## config.mk

```make
export PLATFORM = sky130hd
export DESIGN_NAME = julia_escape_time_pixel_flat
export DESIGN_NICKNAME = d
export VERILOG_FILES = /design/src/sv/jet_pkg.sv /design/src/sv/jet_in_if.sv /design/src/sv/jet_out_if.sv /design/src/sv/jet_cfg_if.sv /design/src/sv/jet_mul.sv /design/src/sv/jet_ctrl.sv /design/src/sv/julia_escape_time_pixel.sv /design/src/flat_wrapper.sv
export VERILOG_INCLUDE_DIRS = /design/src /design/src/sv
export SDC_FILE = /design/constraint.sdc
export NUM_CORES = 1
export LEC_CHECK = 0
export ABC_CLOCK_PERIOD_IN_PS = 9250
export BUFFER_PORTS_ARGS = -buffer_cell sky130_fd_sc_hd__buf_2
export CAP_MARGIN = 5
export CORE_UTILIZATION = 59
export CTS_CLUSTER_DIAMETER = 40
export DETAILED_ROUTE_END_ITERATION = 10
export PLACE_DENSITY = 0.89
export SLEW_MARGIN = 10
export SYNTH_ARGS = -nofsm -noshare
export SYNTH_HDL_FRONTEND = slang
export SYNTH_SLANG_ARGS = --single-unit
```

## constraint.sdc

```tcl
create_clock -name clk -period 9.25 [get_ports clk]
set_input_delay 0.4625 -clock clk [delete_from_list [all_inputs] [get_ports clk]]
set_output_delay 0.4625 -clock clk [all_outputs]
set_load 0.005 [all_outputs]
```

## src/sv/julia_escape_time_pixel_defines.svh

```systemverilog
// Assertion macros for the Julia escape-time pixel block.
// Each macro expects clk and arst_n to be visible where it is used.
`ifndef JULIA_ESCAPE_TIME_PIXEL_DEFINES_SVH
`define JULIA_ESCAPE_TIME_PIXEL_DEFINES_SVH

// Same-cycle implication, checked outside reset.
`define JET_ASSERT_NOW(label, ante, cons) \
	label: assert property (@(posedge clk) disable iff (!arst_n) (ante) |-> (cons)) \
		else $error("jet assertion failed");

// Next-cycle implication, checked outside reset.
`define JET_ASSERT_NEXT(label, ante, cons) \
	label: assert property (@(posedge clk) disable iff (!arst_n) (ante) |=> (cons)) \
		else $error("jet assertion failed");

`endif

```

## src/sv/jet_pkg.sv

```systemverilog
// Shared types, widths and constants for the Julia escape-time pixel block.
// No dependencies; every other file but the defines header imports this package.
`timescale 1ns / 1ps

package jet_pkg;

	localparam int FRAC_BITS_DEF = 13;

	localparam int START_W    = 17;
	localparam int C_W        = 16;
	localparam int LIMIT_W    = 8;
	localparam int BASE_W     = 8;
	localparam int GAIN_W     = 22;
	localparam int COLOR_W    = 8;
	localparam int CFG_IDX_W  = 3;
	localparam int CFG_DATA_W = 22;
	localparam int CNT_W      = LIMIT_W + 1;

	localparam logic signed [C_W-1:0]    C_REAL_RST = '0;
	localparam logic signed [C_W-1:0]    C_IMAG_RST = '0;
	localparam logic [LIMIT_W-1:0]       LIMIT_RST  = LIMIT_W'(25);
	localparam logic [BASE_W-1:0]        BASE_RST   = BASE_W'(80);
	localparam logic signed [GAIN_W-1:0] GAIN_RST   = GAIN_W'(57344);

	typedef enum logic [CFG_IDX_W-1:0] {
		REG_C_REAL     = 3'd0,
		REG_C_IMAG     = 3'd1,
		REG_ITER_LIMIT = 3'd2,
		REG_COLOR_BASE = 3'd3,
		REG_COLOR_GAIN = 3'd4
	} cfg_reg_t;

	typedef enum logic [2:0] {
		ST_IDLE,
		ST_MUL_RR,
		ST_MUL_II,
		ST_MUL_RI,
		ST_TEST,
		ST_GAIN,
		ST_FINISH
	} jet_state_t;

	typedef enum logic [1:0] {
		OP_RR,
		OP_II,
		OP_RI,
		OP_GAIN
	} mul_op_t;

	// Commands from the sequencer to the datapath.
	typedef struct packed {
		mul_op_t mul_op;
		logic    mul_en;
		logic    load_z;
		logic    cap_rr;
		logic    cap_ii;
		logic    dec;
		logic    update;
		logic    set_esc;
		logic    load_out;
	} jet_cmd_t;

	// Status from the datapath to the sequencer.
	typedef struct packed {
		logic cnt_zero;
		logic mag_big;
	} jet_stat_t;

endpackage

```

## src/sv/jet_in_if.sv

```systemverilog
// Input channel carrying one pixel start point per item.
// Depends on jet_pkg for field widths.
`timescale 1ns / 1ps

interface jet_in_if import jet_pkg::*; ();
	logic                      valid;
	logic                      ready;
	logic signed [START_W-1:0] start_re;
	logic signed [START_W-1:0] start_im;

	modport source (output valid, output start_re, output start_im, input ready);
	modport sink (input valid, input start_re, input start_im, output ready);
endinterface

```

## src/sv/jet_out_if.sv

```systemverilog
// Output channel carrying one color index and escape flag per item.
// Depends on jet_pkg for field widths.
`timescale 1ns / 1ps

interface jet_out_if import jet_pkg::*; ();
	logic               valid;
	logic               ready;
	logic [COLOR_W-1:0] color_index;
	logic               escaped;

	modport source (output valid, output color_index, output escaped, input ready);
	modport sink (input valid, input color_index, input escaped, output ready);
endinterface

```

## src/sv/jet_cfg_if.sv

```systemverilog
// Configuration write channel: register index and write data.
// Depends on jet_pkg for field widths.
`timescale 1ns / 1ps

interface jet_cfg_if import jet_pkg::*; ();
	logic                  valid;
	logic                  ready;
	logic [CFG_IDX_W-1:0]  index;
	logic [CFG_DATA_W-1:0] data;

	modport source (output valid, output index, output data, input ready);
	modport sink (input valid, input index, input data, output ready);
endinterface

```

## src/sv/jet_mul.sv

```systemverilog
// Shared signed multiplier with a registered product.
// Depends on jet_pkg only through the common import convention.
`timescale 1ns / 1ps

module jet_mul import jet_pkg::*; #(
	parameter int AW = 17,
	parameter int BW = 22
) (
	input  logic                    clk,
	input  logic                    en,
	input  logic signed [AW-1:0]    a,
	input  logic signed [BW-1:0]    b,
	output logic signed [AW+BW-1:0] prod
);

	logic signed [AW+BW-1:0] prod_q;

	// The product holds while the unit is not issued, so a result may wait.
	always_ff @(posedge clk) begin
		if (en) begin
			prod_q <= a * b;
		end
	end

	assign prod = prod_q;

endmodule

```

## src/sv/jet_ctrl.sv

```systemverilog
// Sequencer for the escape-time iteration: schedules the shared multiplier.
// Depends on jet_pkg for the state, command and status types.
`timescale 1ns / 1ps

module jet_ctrl import jet_pkg::*; (
	input  logic      clk,
	input  logic      arst_n,
	input  logic      in_valid,
	input  logic      out_free,
	input  jet_stat_t stat,
	output logic      in_ready,
	output jet_cmd_t  cmd
);

	jet_state_t state_q;
	jet_state_t state_d;

	always_ff @(posedge clk or negedge arst_n) begin
		if (!arst_n) begin
			state_q <= ST_IDLE;
		end else begin
			state_q <= state_d;
		end
	end

	always_comb begin
		state_d = state_q;
		unique case (state_q)
			ST_IDLE: begin
				if (in_valid) begin
					state_d = ST_MUL_RR;
				end
			end
			ST_MUL_RR: state_d = ST_MUL_II;
			ST_MUL_II: state_d = ST_MUL_RI;
			ST_MUL_RI: state_d = ST_TEST;
			ST_TEST: begin
				if (stat.cnt_zero || stat.mag_big) begin
					state_d = ST_GAIN;
				end else begin
					state_d = ST_MUL_RR;
				end
			end
			ST_GAIN: state_d = ST_FINISH;
			ST_FINISH: begin
				if (out_free) begin
					state_d = ST_IDLE;
				end
			end
			default: state_d = ST_IDLE;
		endcase
	end

	always_comb begin
		cmd      = '0;
		in_ready = 1'b0;
		unique case (state_q)
			ST_IDLE: begin
				in_ready   = 1'b1;
				cmd.load_z = in_valid;
			end
			ST_MUL_RR: begin
				cmd.mul_op = OP_RR;
				cmd.mul_en = 1'b1;
			end
			ST_MUL_II: begin
				cmd.mul_op = OP_II;
				cmd.mul_en = 1'b1;
				cmd.cap_rr = 1'b1;
			end
			ST_MUL_RI: begin
				cmd.mul_op = OP_RI;
				cmd.mul_en = 1'b1;
				cmd.cap_ii = 1'b1;
			end
			ST_TEST: begin
				// The countdown is tested before the magnitude, as in the iteration rule.
				cmd.dec     = 1'b1;
				cmd.set_esc = !stat.cnt_zero && stat.mag_big;
				cmd.update  = !stat.cnt_zero && !stat.mag_big;
			end
			ST_GAIN: begin
				cmd.mul_op = OP_GAIN;
				cmd.mul_en = 1'b1;
			end
			ST_FINISH: begin
				cmd.load_out = out_free;
			end
			default: begin
				cmd = '0;
			end
		endcase
	end

endmodule

```

## src/sv/julia_escape_time_pixel.sv

```systemverilog
// Julia escape-time pixel: iterates z = z*z + c on one start point per item.
// Each step issues the one shared multiplier for zr*zr, zi*zi and zr*zi in turn, then tests;
// a final multiply scales the count by the gain. A new start point is taken only once the
// last item has moved into the output register, so items never overlap in the block.
// Reset (arst_n low) restores register defaults and empties the output register.
// Depends on jet_pkg, the channel interfaces, jet_mul, jet_ctrl and the defines header.
`timescale 1ns / 1ps
`include "julia_escape_time_pixel_defines.svh"

module julia_escape_time_pixel import jet_pkg::*; #(
	parameter int FRAC_BITS = FRAC_BITS_DEF
) (
	input  logic      clk,
	input  logic      arst_n,
	jet_in_if.sink    pix_in,
	jet_out_if.source pix_out,
	jet_cfg_if.sink   cfg
);

	// The iterate stays inside FRAC_BITS+4 bits once a step has run.
	localparam int ZW = (FRAC_BITS + 4 > START_W) ? FRAC_BITS + 4 : START_W;
	localparam int AW = ZW;
	localparam int BW = (ZW > GAIN_W) ? ZW : GAIN_W;
	localparam int PW = AW + BW;
	localparam logic [PW:0] MAG_LIMIT = (PW + 1)'(1) << (2 * FRAC_BITS + 2);

	logic signed [C_W-1:0]    c_real_q;
	logic signed [C_W-1:0]    c_imag_q;
	logic [LIMIT_W-1:0]       limit_q;
	logic [BASE_W-1:0]        base_q;
	logic signed [GAIN_W-1:0] gain_q;

	logic signed [ZW-1:0]    zr_q;
	logic signed [ZW-1:0]    zi_q;
	logic signed [CNT_W-1:0] cnt_q;
	logic                    esc_q;
	logic signed [PW-1:0]    rr_q;
	logic signed [PW-1:0]    ii_q;

	logic               out_valid_q;
	logic [COLOR_W-1:0] color_q;
	logic               out_esc_q;

	jet_cmd_t  cmd;
	jet_stat_t stat;
	logic      out_free;

	logic signed [AW-1:0] mul_a;
	logic signed [BW-1:0] mul_b;
	logic signed [PW-1:0] prod;

	logic [PW:0]          mag_sum;
	logic signed [PW:0]   re_diff;
	logic signed [PW:0]   re_sum;
	logic signed [PW-1:0] im_sum;
	logic signed [PW-1:0] scaled;

	// Configuration registers; writes beyond the last register are dropped.
	assign cfg.ready = 1'b1;

	always_ff @(posedge clk or negedge arst_n) begin
		if (!arst_n) begin
			c_real_q <= C_REAL_RST;
			c_imag_q <= C_IMAG_RST;
			limit_q  <= LIMIT_RST;
			base_q   <= BASE_RST;
			gain_q   <= GAIN_RST;
		end else if (cfg.valid) begin
			unique case (cfg.index)
				REG_C_REAL:     c_real_q <= cfg.data[C_W-1:0];
				REG_C_IMAG:     c_imag_q <= cfg.data[C_W-1:0];
				REG_ITER_LIMIT: limit_q  <= cfg.data[LIMIT_W-1:0];
				REG_COLOR_BASE: base_q   <= cfg.data[BASE_W-1:0];
				REG_COLOR_GAIN: gain_q   <= cfg.data[GAIN_W-1:0];
				default: ;
			endcase
		end
	end

	jet_ctrl u_ctrl (
		.clk      (clk),
		.arst_n   (arst_n),
		.in_valid (pix_in.valid),
		.out_free (out_free),
		.stat     (stat),
		.in_ready (pix_in.ready),
		.cmd      (cmd)
	);

	always_comb begin
		unique case (cmd.mul_op)
			OP_RR: begin
				mul_a = zr_q;
				mul_b = BW'(zr_q);
			end
			OP_II: begin
				mul_a = zi_q;
				mul_b = BW'(zi_q);
			end
			OP_RI: begin
				mul_a = zr_q;
				mul_b = BW'(zi_q);
			end
			OP_GAIN: begin
				mul_a = AW'(cnt_q);
				mul_b = BW'(gain_q);
			end
			default: begin
				mul_a = zr_q;
				mul_b = BW'(zr_q);
			end
		endcase
	end

	jet_mul #(
		.AW (AW),
		.BW (BW)
	) u_mul (
		.clk  (clk),
		.en   (cmd.mul_en),
		.a    (mul_a),
		.b    (mul_b),
		.prod (prod)
	);

	// Squares are non-negative, so their sum compares as unsigned.
	assign mag_sum = {1'b0, rr_q} + {1'b0, ii_q};
	assign re_diff = (PW + 1)'(rr_q) - (PW + 1)'(ii_q);
	assign re_sum  = (re_diff >>> FRAC_BITS) + (PW + 1)'(c_real_q);
	// Doubling the cross product folds into a shift one place shorter.
	assign im_sum  = (prod >>> (FRAC_BITS - 1)) + PW'(c_imag_q);
	assign scaled  = prod >>> FRAC_BITS;

	assign stat.cnt_zero = (cnt_q == '0);
	assign stat.mag_big  = (mag_sum >= MAG_LIMIT);

	always_ff @(posedge clk) begin
		if (cmd.load_z) begin
			zr_q  <= ZW'(pix_in.start_re);
			zi_q  <= ZW'(pix_in.start_im);
			cnt_q <= CNT_W'(limit_q);
			esc_q <= 1'b0;
		end else begin
			if (cmd.update) begin
				zr_q <= re_sum[ZW-1:0];
				zi_q <= im_sum[ZW-1:0];
			end
			if (cmd.dec) begin
				cnt_q <= cnt_q - CNT_W'(1);
			end
			if (cmd.set_esc) begin
				esc_q <= 1'b1;
			end
		end
		if (cmd.cap_rr) begin
			rr_q <= prod;
		end
		if (cmd.cap_ii) begin
			ii_q <= prod;
		end
	end

	// Output register lets a finished item wait while the sink stalls.
	assign out_free = !out_valid_q || pix_out.ready;

	always_ff @(posedge clk or negedge arst_n) begin
		if (!arst_n) begin
			out_valid_q <= 1'b0;
		end else if (cmd.load_out) begin
			out_valid_q <= 1'b1;
		end else if (pix_out.ready) begin
			out_valid_q <= 1'b0;
		end
	end

	always_ff @(posedge clk) begin
		if (cmd.load_out) begin
			color_q   <= scaled[COLOR_W-1:0] + base_q;
			out_esc_q <= esc_q;
		end
	end

	assign pix_out.valid       = out_valid_q;
	assign pix_out.color_index = color_q;
	assign pix_out.escaped     = out_esc_q;

	`JET_ASSERT_NEXT(a_busy_after_accept, pix_in.valid && pix_in.ready, !pix_in.ready)
	`JET_ASSERT_NOW(a_load_only_when_free, cmd.load_out, !out_valid_q || pix_out.ready)
	`JET_ASSERT_NEXT(a_expired_goes_to_gain, cmd.dec && stat.cnt_zero,
		cmd.mul_en && (cmd.mul_op == OP_GAIN) && !esc_q)
	`JET_ASSERT_NOW(a_no_update_when_big, cmd.update, !stat.mag_big && !stat.cnt_zero)

endmodule

```

## src/flat_wrapper.sv

```systemverilog
// flat-port wrapper written by rule: the top's interface ports become plain ports
module julia_escape_time_pixel_flat import jet_pkg::*;
#(
	parameter int FRAC_BITS = FRAC_BITS_DEF
)
  (clk, arst_n, pix_in_valid, pix_in_start_re, pix_in_start_im, pix_in_ready, pix_out_valid, pix_out_color_index, pix_out_escaped, pix_out_ready, cfg_valid, cfg_index, cfg_data, cfg_ready);
  jet_in_if pix_in_i ();
  jet_out_if pix_out_i ();
  jet_cfg_if cfg_i ();
  input  logic clk;
  input  logic arst_n;
  input wire logic [$bits(pix_in_i.valid)-1:0] pix_in_valid;
  input wire logic [$bits(pix_in_i.start_re)-1:0] pix_in_start_re;
  input wire logic [$bits(pix_in_i.start_im)-1:0] pix_in_start_im;
  output wire logic [$bits(pix_in_i.ready)-1:0] pix_in_ready;
  output wire logic [$bits(pix_out_i.valid)-1:0] pix_out_valid;
  output wire logic [$bits(pix_out_i.color_index)-1:0] pix_out_color_index;
  output wire logic [$bits(pix_out_i.escaped)-1:0] pix_out_escaped;
  input wire logic [$bits(pix_out_i.ready)-1:0] pix_out_ready;
  input wire logic [$bits(cfg_i.valid)-1:0] cfg_valid;
  input wire logic [$bits(cfg_i.index)-1:0] cfg_index;
  input wire logic [$bits(cfg_i.data)-1:0] cfg_data;
  output wire logic [$bits(cfg_i.ready)-1:0] cfg_ready;
  assign pix_in_i.valid = pix_in_valid;
  assign pix_in_i.start_re = pix_in_start_re;
  assign pix_in_i.start_im = pix_in_start_im;
  assign pix_in_ready = pix_in_i.ready;
  assign pix_out_valid = pix_out_i.valid;
  assign pix_out_color_index = pix_out_i.color_index;
  assign pix_out_escaped = pix_out_i.escaped;
  assign pix_out_i.ready = pix_out_ready;
  assign cfg_i.valid = cfg_valid;
  assign cfg_i.index = cfg_index;
  assign cfg_i.data = cfg_data;
  assign cfg_ready = cfg_i.ready;
  julia_escape_time_pixel #(.FRAC_BITS(FRAC_BITS)) u_core (.clk(clk), .arst_n(arst_n), .pix_in(pix_in_i), .pix_out(pix_out_i), .cfg(cfg_i));
endmodule
```

# Word-level counts from Yosys, hierarchy flattened
# Cells that the tools add are included.
# totals
register_bits	244
word_cells	83
out_inout_bits	12
input_bits	64
# classes
order_cmp	1
add_sub_neg	6
mux	21
reduce_logical	22
n_eq_ne	15
multipliers	1
# op_table
op	count
two-way mux 17 bit	4
one-hot mux 22 bit (3 select lines)	1
one-hot mux 17 bit (3 select lines)	1
adder 39 x 39 -> 40 bit	1
greater-or-equal comparator 40 x 29 -> 1 bit (second input constant)	1
multiplier 17 x 22 -> 39 bit	1
adder 17 x 16 -> 17 bit	2
subtractor 30 bit	1
one-hot mux 3 bit (7 select lines)	1
two-way mux 8 bit	2
== test 3 x 2 -> 1 bit (second input constant)	4
== test 3 bit (second input constant)	4
two-way mux 3 bit	4
one-hot mux 3 bit (4 select lines)	1
AND reduction 2 bit	6
zero test 9 bit	1
subtractor 9 x 2 -> 9 bit (second input constant)	1
adder 8 bit	1
two-way mux 1 bit	7
== test 3 x 1 -> 1 bit (second input constant)	2
zero test 3 bit	2
nonzero test 2 bit	3
== test 2 bit (second input constant)	2
!= test 2 bit (second input constant)	2
6 further kinds	11

# Depth between registers and ports, before layout
# Gate-level depths: netlist of run 1.
# depth
depth_word	7
ltp_mapped	37
depth_no_buf	33

# Modules after synthesis
# Synthesis of run 1 repeated with hierarchy kept, for this count alone.
# hier_totals
hier_cells	2748
area_unflattened_um2	27233.6
# modules_own_cells
module	cells_per_inst	seq_area_each_um2	instances	area_per_inst_um2
jet_mul	1591	1171.1	1	14934.3
julia_escape_time_pixel	1126	5700.5	1	12041.5
jet_ctrl	31	75.1	1	257.7

# Worst setup path after synthesis of run 1
# No wires, ideal clock.
# synth_path
kind	reg-to-reg
from	reg u_core.u_ctrl.state_q[2]
to	reg u_core.u_mul.prod_q[37], in the netlist u_core.u_mul.prod[37] (data pin)
setup_slack_ns	0.663
stages_incl_launch_ff	34
n_path_buf	4
synth_period_minus_slack_ns	8.587
t_required_ns	8.992
setup_time_ns	0.258
t_arrival_ns	8.330
path_cell_list	dfrtp_1 -> clkbuf_1 -> inv_1 -> nand2_1 -> o22a_1 -> clkbuf_1 -> buf_1 -> inv_1 -> ha_1 -> clkinv_1 -> clkbuf_1 -> a22oi_1 -> o21ai_0 -> nand2_1 -> fa_1 -> inv_1 -> fa_1 -> fa_1 -> inv_1 -> fa_1 -> fa_1 -> fa_1 -> inv_1 -> ha_1 -> a21o_1 -> a21o_1 -> a21oi_1 -> o21ai_0 -> a21oi_1 -> o211ai_1 -> a221o_1 -> a221o_1 -> a21oi_1 -> xnor2_1
# synth_between
elab_chain_len	6
word_cells_on_any_way	14
cone_classes	1 x mul; 7 x eq/ne; 3 x mux; 3 x reduce/logical
# synth_lines
element	line	rtl
start, declared	jet_ctrl.sv:15	jet_state_t state_q;
start signal, assigned	jet_ctrl.sv:22	state_q <= state_d;
== test 3 bit, or another cell as far along	jet_ctrl.sv:57	unique case (state_q)
one-hot mux 3 bit (4 select lines) (*)	jet_ctrl.sv:57	
== test 2 bit, or another cell as far along	julia_escape_time_pixel.sv:91	unique case (cmd.mul_op)
OR reduction 2 bit (no line)	n/a	
one-hot mux 17 bit (3 select lines) / one-hot mux 22 bit (3 select lines) (equally long branches)	julia_escape_time_pixel.sv:91	
multiplier 17 x 22 -> 39 bit (*)	jet_mul.sv:21	prod_q <= a * b;
end signal, assigned	jet_mul.sv:21	
end, declared	jet_mul.sv:16	logic signed [AW+BW-1:0] prod_q;
# Mark *: on every way between the ends. The rest lies on a longest branch, timed or not.
# A chain may end at the register's enable or synchronous reset.

# Final worst setup path of run 1
# layout_path
from	reg u_core.u_ctrl.state_q[0]
to	reg u_core.u_mul.prod_q[37], in the netlist u_core.u_mul.prod[37] (data pin)
# Same word-level chain as after synthesis.

==> impl_metrics.py, run 1 <==
metrics = {
    "status": {
        "status": "finished, final reports clean",
    },
    "synth": {
        "yosys.area.top_type": "fa_1",
        "synth-edff-count": 168,
        "yosys-top-cells-area": "fa_1, edfxtp_1, ha_1, inv_1, dfrtp_1",
        "ys.flop_type": "edfxtp_1",
        "yosysSeqAreaShare_pct": 26.11,
        "syn_nets": 3331,
        "ys_ff_latch": 244,
        "synth_top_area_share_pct": 28.22,
        "async_reset_ff_share_pct": 30.33,
        "netlist_area_sq_um": 26610,
        "synth_cell_types": 81,
        "syn_inst": 2686,
        "ys.warnings.count": 0,
        "syn_avg_cell_area_sq_um": 9.906,
    },
    "setup_path": {
        "cp_max_fo": 17,
        "start_kind": "flop",
        "slowest_stage": "o21ai_1",
        "setup.worst_path.end_class": "flop",
        "path_common_cell": "fa_1",
        "worst-setup-path-type": "flop to flop",
        "critPathRequiredTime_ps": 9570,
        "slowest_delay_ps": 620,
        "arrival_ps": 9320,
    },
    "routing": {
        "antenna_left": 0,
        "drtPass1Iterations": 6,
        "drt_iter0_markers": 2263,
        "wirelength_um": 79460,
        "vias": 20640,
        "viasPerCell": 6.059,
        "wl_per_cell_um": 23.33,
        "drcViolationCount": 0,
    },
    "clock_network": {
        "cts_post_setup_buffers_inserted": 0,
        "clockRootBuffer": "clkbuf_16",
        "clock-sinks": 244,
        "numCtsBuffers": 42,
        "cts_tree": "yes",
        "clock_latency_ps": 590,
        "cts.clk_slew.worst_paths_ps": 60,
        "htreeDepth": 2,
        "clk_path_buf_depth": 3,
    },
    "run": {
        "cap_violations": 0,
    },
    "cells_and_area": {
        "syn_to_final_growth_pct": 10.67,
        "nets": 3425,
        "final_core_util_pct": 66.45,
        "drive_gt1_share_pct": 11.80,
        "antennaDiodeCount": 0,
        "final_common_cell": "inv_1",
        "final_cell_mix": "inv_1, fa_1, nand2_1",
        "fillers": 3299,
    },
    "sta": {
        "setup_viol": 0,
        "skew_ps": 28.77,
        "fmaxAchievable_mhz": 111.1,
        "fin_setup_tns_ps": 0,
        "layout_min_cycle_time_ps": 8999,
        "hold_viol": 0,
        "worst_pin_slew_ps": 1139,
        "whs_ps": 124.3,
        "max_slew_margin_pct": 24.03,
        "fin_crit_sh_pct": 97.29,
        "finalMaxSlewViolations": 0,
    },
    "grt": {
        "grt.total_usage_pct": 35.87,
        "antenna_found_initial": 0,
        "first_global_vias": 21950,
        "grt_use_met1_pct": 45.99,
        "grt.busiest_layer": "met2",
        "overflow": 0,
        "globalRouteMet2Util_pct": 57.11,
        "grt_pass1_wl_um": 124500,
        "grt_max_degree": 53,
        "grt.met3_usage_pct": 8.965,
    },
    "die": {
        "core-area_sq_um": 44320,
        "die_w_um": 214.4,
        "rows": 77,
        "die_height_um": 214.4,
        "die-area_sq_um": 45950,
        "num_io_pins": 76,
        "start_util_pct": 60.04,
    },
    "placed_design": {
        "place_congestion": 1.022,
        "dp_hpwl_um": 62580,
        "io_buffers": 74,
    },
    "hold_path": {
        "min_path_type": "input pin to flop",
    },
}
[final cells by class]
class                      count  area (sq um)  area share, %
inverter                     445          1674          5.685
clock buffer                  46          1086          3.688
timing repair buffer         136         853.3          2.898
multi-input combinational   1911         17770          60.35
sequential                   244          6947          23.59
tap                          592         740.7          2.515
clock inverter                32         375.4          1.275
[Yosys cell counts (20+ instances only)]
| master | instances |
|---|---|
| inv_1 | 442 |
| fa_1 | 375 |
| nand2_1 | 322 |
| nor2_1 | 255 |
| ha_1 | 206 |
| edfxtp_1 | 168 |
| a21oi_1 | 112 |
| xnor2_1 | 73 |
| o21ai_0 | 72 |
| clkbuf_1 | 70 |
| mux2_2 | 70 |
| dfrtp_1 | 66 |
| a21o_1 | 38 |
| o21a_1 | 36 |
| nand2b_1 | 29 |
| nor3_1 | 24 |
| xor2_1 | 24 |
| nor2b_1 | 23 |
| a22oi_1 | 22 |
| nand3_1 | 21 |
| o21ai_1 | 20 |
[critical path: cells and delay by family (launching register included)]
family,cells,cell delay [ps]
adders and majority gates,8,3640
buffers and inverters,4,760
and+or+nand+nor,2,270
xor gates and xnor gates,1,80
DFF,1,590
AOI/OAI and AO/OA,12,3380
[worst paths after layout]
kind,cells past startpoint,start,slack [ps],endpoint
min reg2reg,0,u_core.u_mul.prod[11],440,u_core.rr_q[11]
min in group asynchronous,2,arst_n,360,u_core.c_imag_q[0]
max reg2reg,27,u_core.u_ctrl.state_q[0],250,u_core.u_mul.prod[37]
max,27,u_core.u_ctrl.state_q[0],250,u_core.u_mul.prod[37]
min,2,cfg_data[20],120,u_core.gain_q[20]
max in group asynchronous,3,arst_n,7790,u_core.c_real_q[13]
[layer usage]
| metal | wire (um) | part of all wire (%) |
|---|---|---|
| met1 | 29820 | 38 |
| met2 | 37000 | 47 |
| met5 | 0 | 0 |
| met4 | 4155 | 5.2 |
| met3 | 8485 | 11 |
[registers in the layout, summed over array words and instances, names as in the netlist]
| name | flops |
|---|---|
| u_core.base_q | 8 |
| u_core.c_imag_q | 16 |
| u_core.c_real_q | 16 |
| u_core.cnt_q | 9 |
| u_core.esc_q | 1 |
| u_core.gain_q | 22 |
| u_core.ii_q | 39 |
| u_core.limit_q | 8 |
| u_core.pix_out.color_index | 8 |
| u_core.pix_out.escaped | 1 |
| u_core.pix_out.valid | 1 |
| u_core.rr_q | 39 |
| u_core.u_ctrl.state_q | 3 |
| u_core.u_mul.prod | 39 |
| u_core.zi_q | 17 |
| u_core.zr_q | 17 |
[cells by family after synthesis]
| kind of cell | after synthesis | share of synthesized area (%) |
|---|---|---|
| compound gates | 419 | 10.26 |
| xor+xnor | 97 | 3.193 |
| fa+ha+maj | 581 | 37.90 |
| buf+inv | 531 | 7.538 |
| flops | 244 | 26.11 |
| mux | 73 | 3.075 |
| other cells | 1 | 0.01409 |
| simple gates | 740 | 11.91 |
[metrics by stage]
stage,setup slack [ps],instance area [sq um],std cells
finish,250.8,29450,3406
global route,-26.58,29450,3406
CTS,196.4,29370,3406
detailed placement,253.2,27900,3327
global placement,502.6,27900,3327
floorplan,662.7,26610,2686
[timing repair]
action | 4_1_cts | 5_1_grt
endpoints found under the setup margin | 0 | 5
hold buffers | 1 | 0
endpoints found under the hold margin | 22 | 0
gates resized for setup | 0 | 19
Power of run 1 is not shown: default switching activity piles up to over one toggle a cycle in this logic, so the estimate is an artifact.
==> run 2, diff against run 1 <==
--- a/config.mk
+++ b/config.mk
@@ -8,11 +8,11 @@
 export LEC_CHECK = 0
 export ABC_CLOCK_PERIOD_IN_PS = 9250
 export BUFFER_PORTS_ARGS = -buffer_cell sky130_fd_sc_hd__buf_2
-export CAP_MARGIN = 5
-export CORE_UTILIZATION = 59
+export CAP_MARGIN = 20
+export CORE_UTILIZATION = 42
 export CTS_CLUSTER_DIAMETER = 40
 export DETAILED_ROUTE_END_ITERATION = 10
-export PLACE_DENSITY = 0.89
+export PLACE_DENSITY = 0.7
 export SLEW_MARGIN = 10
 export SYNTH_ARGS = -nofsm -noshare
 export SYNTH_HDL_FRONTEND = slang
==> impl_metrics.py, run 2 (synthesis results as in run 1) <==
metrics = {
    "die": {
        "num_io_pins": 76,
        "die_w_um": 253.7,
        "die_height_um": 253.7,
        "rows": 91,
        "core-area_sq_um": 62170,
        "die-area_sq_um": 64360,
        "start_util_pct": 42.80,
    },
    "cells_and_area": {
        "nets": 3416,
        "final_common_cell": "inv_1",
        "layoutNonFillerInstCount": 3630,
        "regArea_sq_um": 6947,
        "multi_input_comb_area_sq_um": 17730,
        "final_cell_mix": "inv_1, fa_1, nand2_1",
        "drive_gt1_share_pct": 10.88,
        "fillers": 5847,
        "syn_to_final_growth_pct": 10.16,
        "antennaDiodeCount": 0,
    },
    "clock_network": {
        "cts_tree": "yes",
        "clk_path_buf_depth": 3,
        "clock_latency_ps": 580,
        "numCtsBuffers": 28,
        "clockRootBuffer": "clkbuf_16",
        "htreeDepth": 1,
        "cts.clk_slew.worst_paths_ps": 70,
        "clock-sinks": 244,
    },
    "grt": {
        "grt.total_usage_pct": 23.69,
        "grt_max_degree": 75,
        "grt_pass1_wl_um": 115400,
        "overflow": 0,
        "antenna_found_initial": 2,
        "first_global_vias": 20260,
    },
    "sta": {
        "fin_crit_sh_pct": 96.01,
        "worst_pin_slew_ps": 1113,
        "skew_ps": 24.77,
        "rsz0062_at_grt": "false",
        "hold_viol": 0,
        "setup_viol": 0,
        "layout_min_cycle_time_ps": 8881,
        "fmaxAchievable_mhz": 112.6,
        "max_slew_margin_pct": 25.78,
        "fin_setup_tns_ps": 0,
        "finalMaxSlewViolations": 0,
    },
    "placed_design": {
        "place_congestion": 0.9706,
        "io_buffers": 74,
        "dp_hpwl_um": 60020,
        "dp_cells": 3573,
    },
    "setup_path": {
        "cp_max_fo": 30,
        "critPathRequiredTime_ps": 9570,
        "slowest_stage": "fa_1",
        "start_kind": "flop",
        "slowest_delay_ps": 710,
        "crit_buf_inv": 7,
        "arrival_ps": 9200,
        "crit_family": "adder cells",
        "worst-setup-path-type": "flop to flop",
        "setup.worst_path.end_class": "flop",
    },
    "routing": {
        "vias": 19640,
        "drtPass1Iterations": 7,
        "wirelength_um": 74340,
        "viasPerCell": 5.409,
        "drt_iter0_markers": 1715,
        "antenna_left": 0,
        "wl_per_cell_um": 20.48,
        "drcViolationCount": 0,
    },
    "run": {
        "cap_violations": 0,
    },
    "status": {
        "status": "finished, final reports clean",
    },
    "hold_path": {
        "min_path_type": "input pin to flop",
    },
}
[run 2: cell types whose count changed in the layout (fill, tap and decap cells not counted), moves of 2 or more]
cell and delta:
buf_4 +2, a2bb2oi_4 -3, buf_8 +2, inv_8 -6, inv_6 -4, a21oi_1 +2, a21oi_2 -2, clkbuf_16 -14
o21a_2 -4, o21a_1 +4, inv_12 +2, a2bb2oi_2 +3, clkinv_4 -3
[run 2: layout make-up]
type                    instances  area share (%)
flip-flops and latches        244           23.70
multi-input cells            1911           60.49
repair buffers                141           3.159
well taps                     837           3.573
clock buffers                  32           2.476
inverters                     445           5.699
clock inverters                20          0.9007
[run 2: final timing paths]
check,slack [ps],startpoint,depth (start not counted),endpoint
max reg2reg,370,u_core.u_ctrl.state_q[2],30,u_core.u_mul.prod[38]
max in group asynchronous,8280,arst_n,3,u_core.base_q[4]
min reg2reg,440,u_core.esc_q,0,u_core.pix_out.escaped
min in group asynchronous,330,arst_n,2,u_core.c_imag_q[6]
min,130,cfg_data[21],2,u_core.gain_q[21]
max,370,u_core.u_ctrl.state_q[2],30,u_core.u_mul.prod[38]
[run 2: through the flow]
stage / setup slack (ps) / instance area [sq um] / hold slack, ps / utilization (%)
final: 369.3 / 29310 / 133.2 / 47.15
after global routing: 7.342 / 29310 / 118.6 / 47.15
after CTS: 461.8 / 29200 / 111.2 / 46.97
after detailed placement: 509.5 / 28210 / 425.2 / 45.38
after global placement: 618.2 / 28210 / 422.6 / 45.38
after floorplan: 662.7 / 26610 / 166.9 / -
[run 2: what timing repair did]
action	CTS	global route
hold buffers	0	1
gates resized for setup	0	7
setup buffers	0	0
endpoints found under the setup margin	0	4
hold endpoints to repair	0	13
[run 2: routing by layer]
metal / vias up / wire length (um) / global-route usage [%]
met5: - / 13 / 0
met2: 770 / 35080 / 39.27
met4: 2 / 3291 / 8.916
li1: 8886 / - / -
met3: 201 / 6283 / 4.548
met1: 9777 / 29670 / 30.70
Power of run 2 is left out for the same reason.
==> run 3, diff against run 2 <==
--- a/config.mk
+++ b/config.mk
@@ -6,6 +6,7 @@
 export SDC_FILE = /design/constraint.sdc
 export NUM_CORES = 1
 export LEC_CHECK = 0
+export ABC_AREA = 1
 export ABC_CLOCK_PERIOD_IN_PS = 9250
 export BUFFER_PORTS_ARGS = -buffer_cell sky130_fd_sc_hd__buf_2
 export CAP_MARGIN = 20
==> impl_metrics.py, run 3 <==
metrics = {
    "setup_path": {
        "cp_max_fo": 17,
        "r2r-end": "u_core.u_mul.prod[34]",
        "slowest_stage": "clkinv_1",
        "start_kind": "flop",
        "setup.worst_path.end_class": "flop",
        "arrival_ps": 8910,
        "critPathRequiredTime_ps": 9540,
        "rrSetupSlack_ps": 630,
        "slowest_delay_ps": 600,
        "worst-setup-path-type": "flop to flop",
        "path_common_cell": "inv_1",
        "rr_worst_depth": 35,
        "r2r-start": "u_core.u_ctrl.state_q[0]",
    },
    "synth": {
        "syn_nets": 3975,
        "synthMostInstantiatedCell": "nand2_1",
        "synth-edff-count": 168,
        "yosys.area.top_type": "fa_1",
        "yosys-top-cells-area": "fa_1, edfxtp_1, nand2_1, ha_1, inv_1",
        "ys.warnings.count": 0,
        "syn_inst": 3330,
        "synth_top_area_share_pct": 26.59,
        "yosysSeqAreaShare_pct": 24.61,
        "ys.flop_type": "edfxtp_1",
        "netlist_area_sq_um": 28230,
        "async_reset_ff_share_pct": 30.33,
        "ys_ff_latch": 244,
        "synth_cell_types": 51,
        "yosys-top-cells-count": "nand2_1, inv_1, fa_1",
        "syn_avg_cell_area_sq_um": 8.478,
    },
    "clock_network": {
        "numCtsBuffers": 39,
        "cts.clk_slew.worst_paths_ps": 60,
        "cts_tree": "yes",
        "post_cts_resized": 0,
        "clk_path_buf_depth": 3,
        "ctsHoldBuffers": 0,
        "clock-sinks": 244,
        "clockRootBuffer": "clkbuf_16",
        "clock_latency_ps": 570,
        "htreeDepth": 2,
        "cts_post_setup_buffers_inserted": 0,
    },
    "cells_and_area": {
        "final_common_cell": "nand2_1",
        "nets": 4066,
        "syn_to_final_growth_pct": 10.11,
        "regArea_sq_um": 6947,
        "fillers": 6354,
        "drive_gt1_share_pct": 8.401,
        "antennaDiodeCount": 0,
        "multi_input_comb_area_sq_um": 18320,
        "final_cell_mix": "nand2_1, inv_1, fa_1",
    },
    "placed_design": {
        "place_congestion": 0.9908,
        "io_buffers": 74,
        "dp_hpwl_um": 67200,
        "post-place-ws_ps": 819.8,
    },
    "routing": {
        "antenna_left": 0,
        "wl_per_cell_um": 19.14,
        "dr.max_layer_used": "met5",
        "drtPass1Iterations": 10,
        "wl_met2_um": 37460,
        "drt_iter0_markers": 2351,
        "wl_met3_um": 7808,
        "wirelength_um": 82620,
        "wl_met1_um": 33680,
        "drcViolationCount": 11,
        "viasPerCell": 5.308,
        "vias": 22910,
    },
    "die": {
        "die_w_um": 261.3,
        "num_io_pins": 76,
        "die-area_sq_um": 68260,
        "start_util_pct": 42.71,
        "rows": 94,
        "core-area_sq_um": 66100,
        "die_height_um": 261.3,
    },
    "sta": {
        "setup_ws_ps": 628.4,
        "finalMaxSlewViolations": 0,
        "rsz0062_at_grt": "false",
        "skew_ps": 39.09,
        "fin_crit_sh_pct": 93.21,
        "fin_setup_tns_ps": 0,
        "layout_min_cycle_time_ps": 8622,
        "max_slew_margin_pct": 27.22,
        "setup_viol": 0,
        "worst_pin_slew_ps": 1080,
        "hold_viol": 0,
        "fmaxAchievable_mhz": 116.0,
    },
    "run": {
        "cap_violations": 0,
    },
    "grt": {
        "overflow": 0,
        "grt_max_degree": 75,
        "antenna_found_initial": 1,
        "grt_pass1_wl_um": 127500,
        "first_global_vias": 22860,
        "grt.total_usage_pct": 24.49,
    },
    "status": {
        "status": "finished with violations",
        "violations": "design-rule violations",
    },
    "hold_path": {
        "min_path_type": "input pin to async pin",
    },
}
run 3: changes by cell type in the layout (fill, tap and decap cells not counted), moves of 42 or more:
cell / previous run / this run
nand2_1: 321 / 702
inv_1: 442 / 661
nor2_1: 254 / 346
o21ai_0: 69 / 143
mux2_2: 70 / 6
nand3_1: 21 / 84
a21oi_1: 110 / 152
run 3: how the worst max path moves through the flow:
stage,from,end,slack (ps),cells after the start
floorplan,u_core.u_ctrl.state_q[2],u_core.u_mul.prod[38],1050,31
global placement,u_core.u_ctrl.state_q[0],u_core.u_mul.prod[38],630,30
detailed placement,u_core.u_ctrl.state_q[0],u_core.u_mul.prod[38],820,34
CTS,u_core.u_ctrl.state_q[0],u_core.u_mul.prod[38],770,35
global route,u_core.u_ctrl.state_q[0],u_core.u_mul.prod[38],110,34
finish,u_core.u_ctrl.state_q[0],u_core.u_mul.prod[34],630,35
run 3: layout make-up:
type                       instances  area share (%)
clock buffer                      44           3.333
clock inverter                    28           1.059
inverter                         687           8.296
multi-input combinational       2324           58.94
sequential                       244           22.35
tap                              864           3.478
timing repair buffer             125           2.544
run 3: routing by layer:
layer / vias up / GRT usage, %
met3: 238 / 4.578
met1: 11050 / 32.93
met4: 2 / 10.30
met5: - / 0
met2: 1098 / 38.80
li1: 10530 / -
run 3: cells by family (layout without fill, tap and decap cells):
family / after synthesis / count (layout) / share of synthesized area, %
fa+ha+maj: 581 / 581 / 35.72
mux: 6 / 6 / 0.2393
simple gates: 1218 / 1218 / 17.30
compound gates: 440 / 440 / 9.086
xor+xnor: 78 / 78 / 2.420
other cells: 1 / 1 / 0.01328
buf+inv: 762 / 884 / 10.61
flops: 244 / 244 / 24.61
run 3: stage by stage:
stage | util (%) | hold slack [ps] | instance area (sq um) | std cells
5_1_grt | 47.03 | 118.0 | 31080 | 4316
2_1_floorplan | - | 166.9 | 28230 | 3330
3_5_place_dp | 44.87 | 429.2 | 29660 | 4241
3_3_place_gp | 44.87 | 418.3 | 29660 | 4241
6_report | 47.03 | 90.78 | 31080 | 4316
4_1_cts | 46.94 | 100.3 | 31030 | 4313
run 3: critical path, delay by kind of cell (launching register included):
kind	cells	cell delay (ps)
compound gates	7	1370
fa+ha+maj	8	3590
flops	1	470
buf+inv	12	1780
simple gates	7	950
xor+xnor	1	150
Power of run 3 is left out for the same reason.
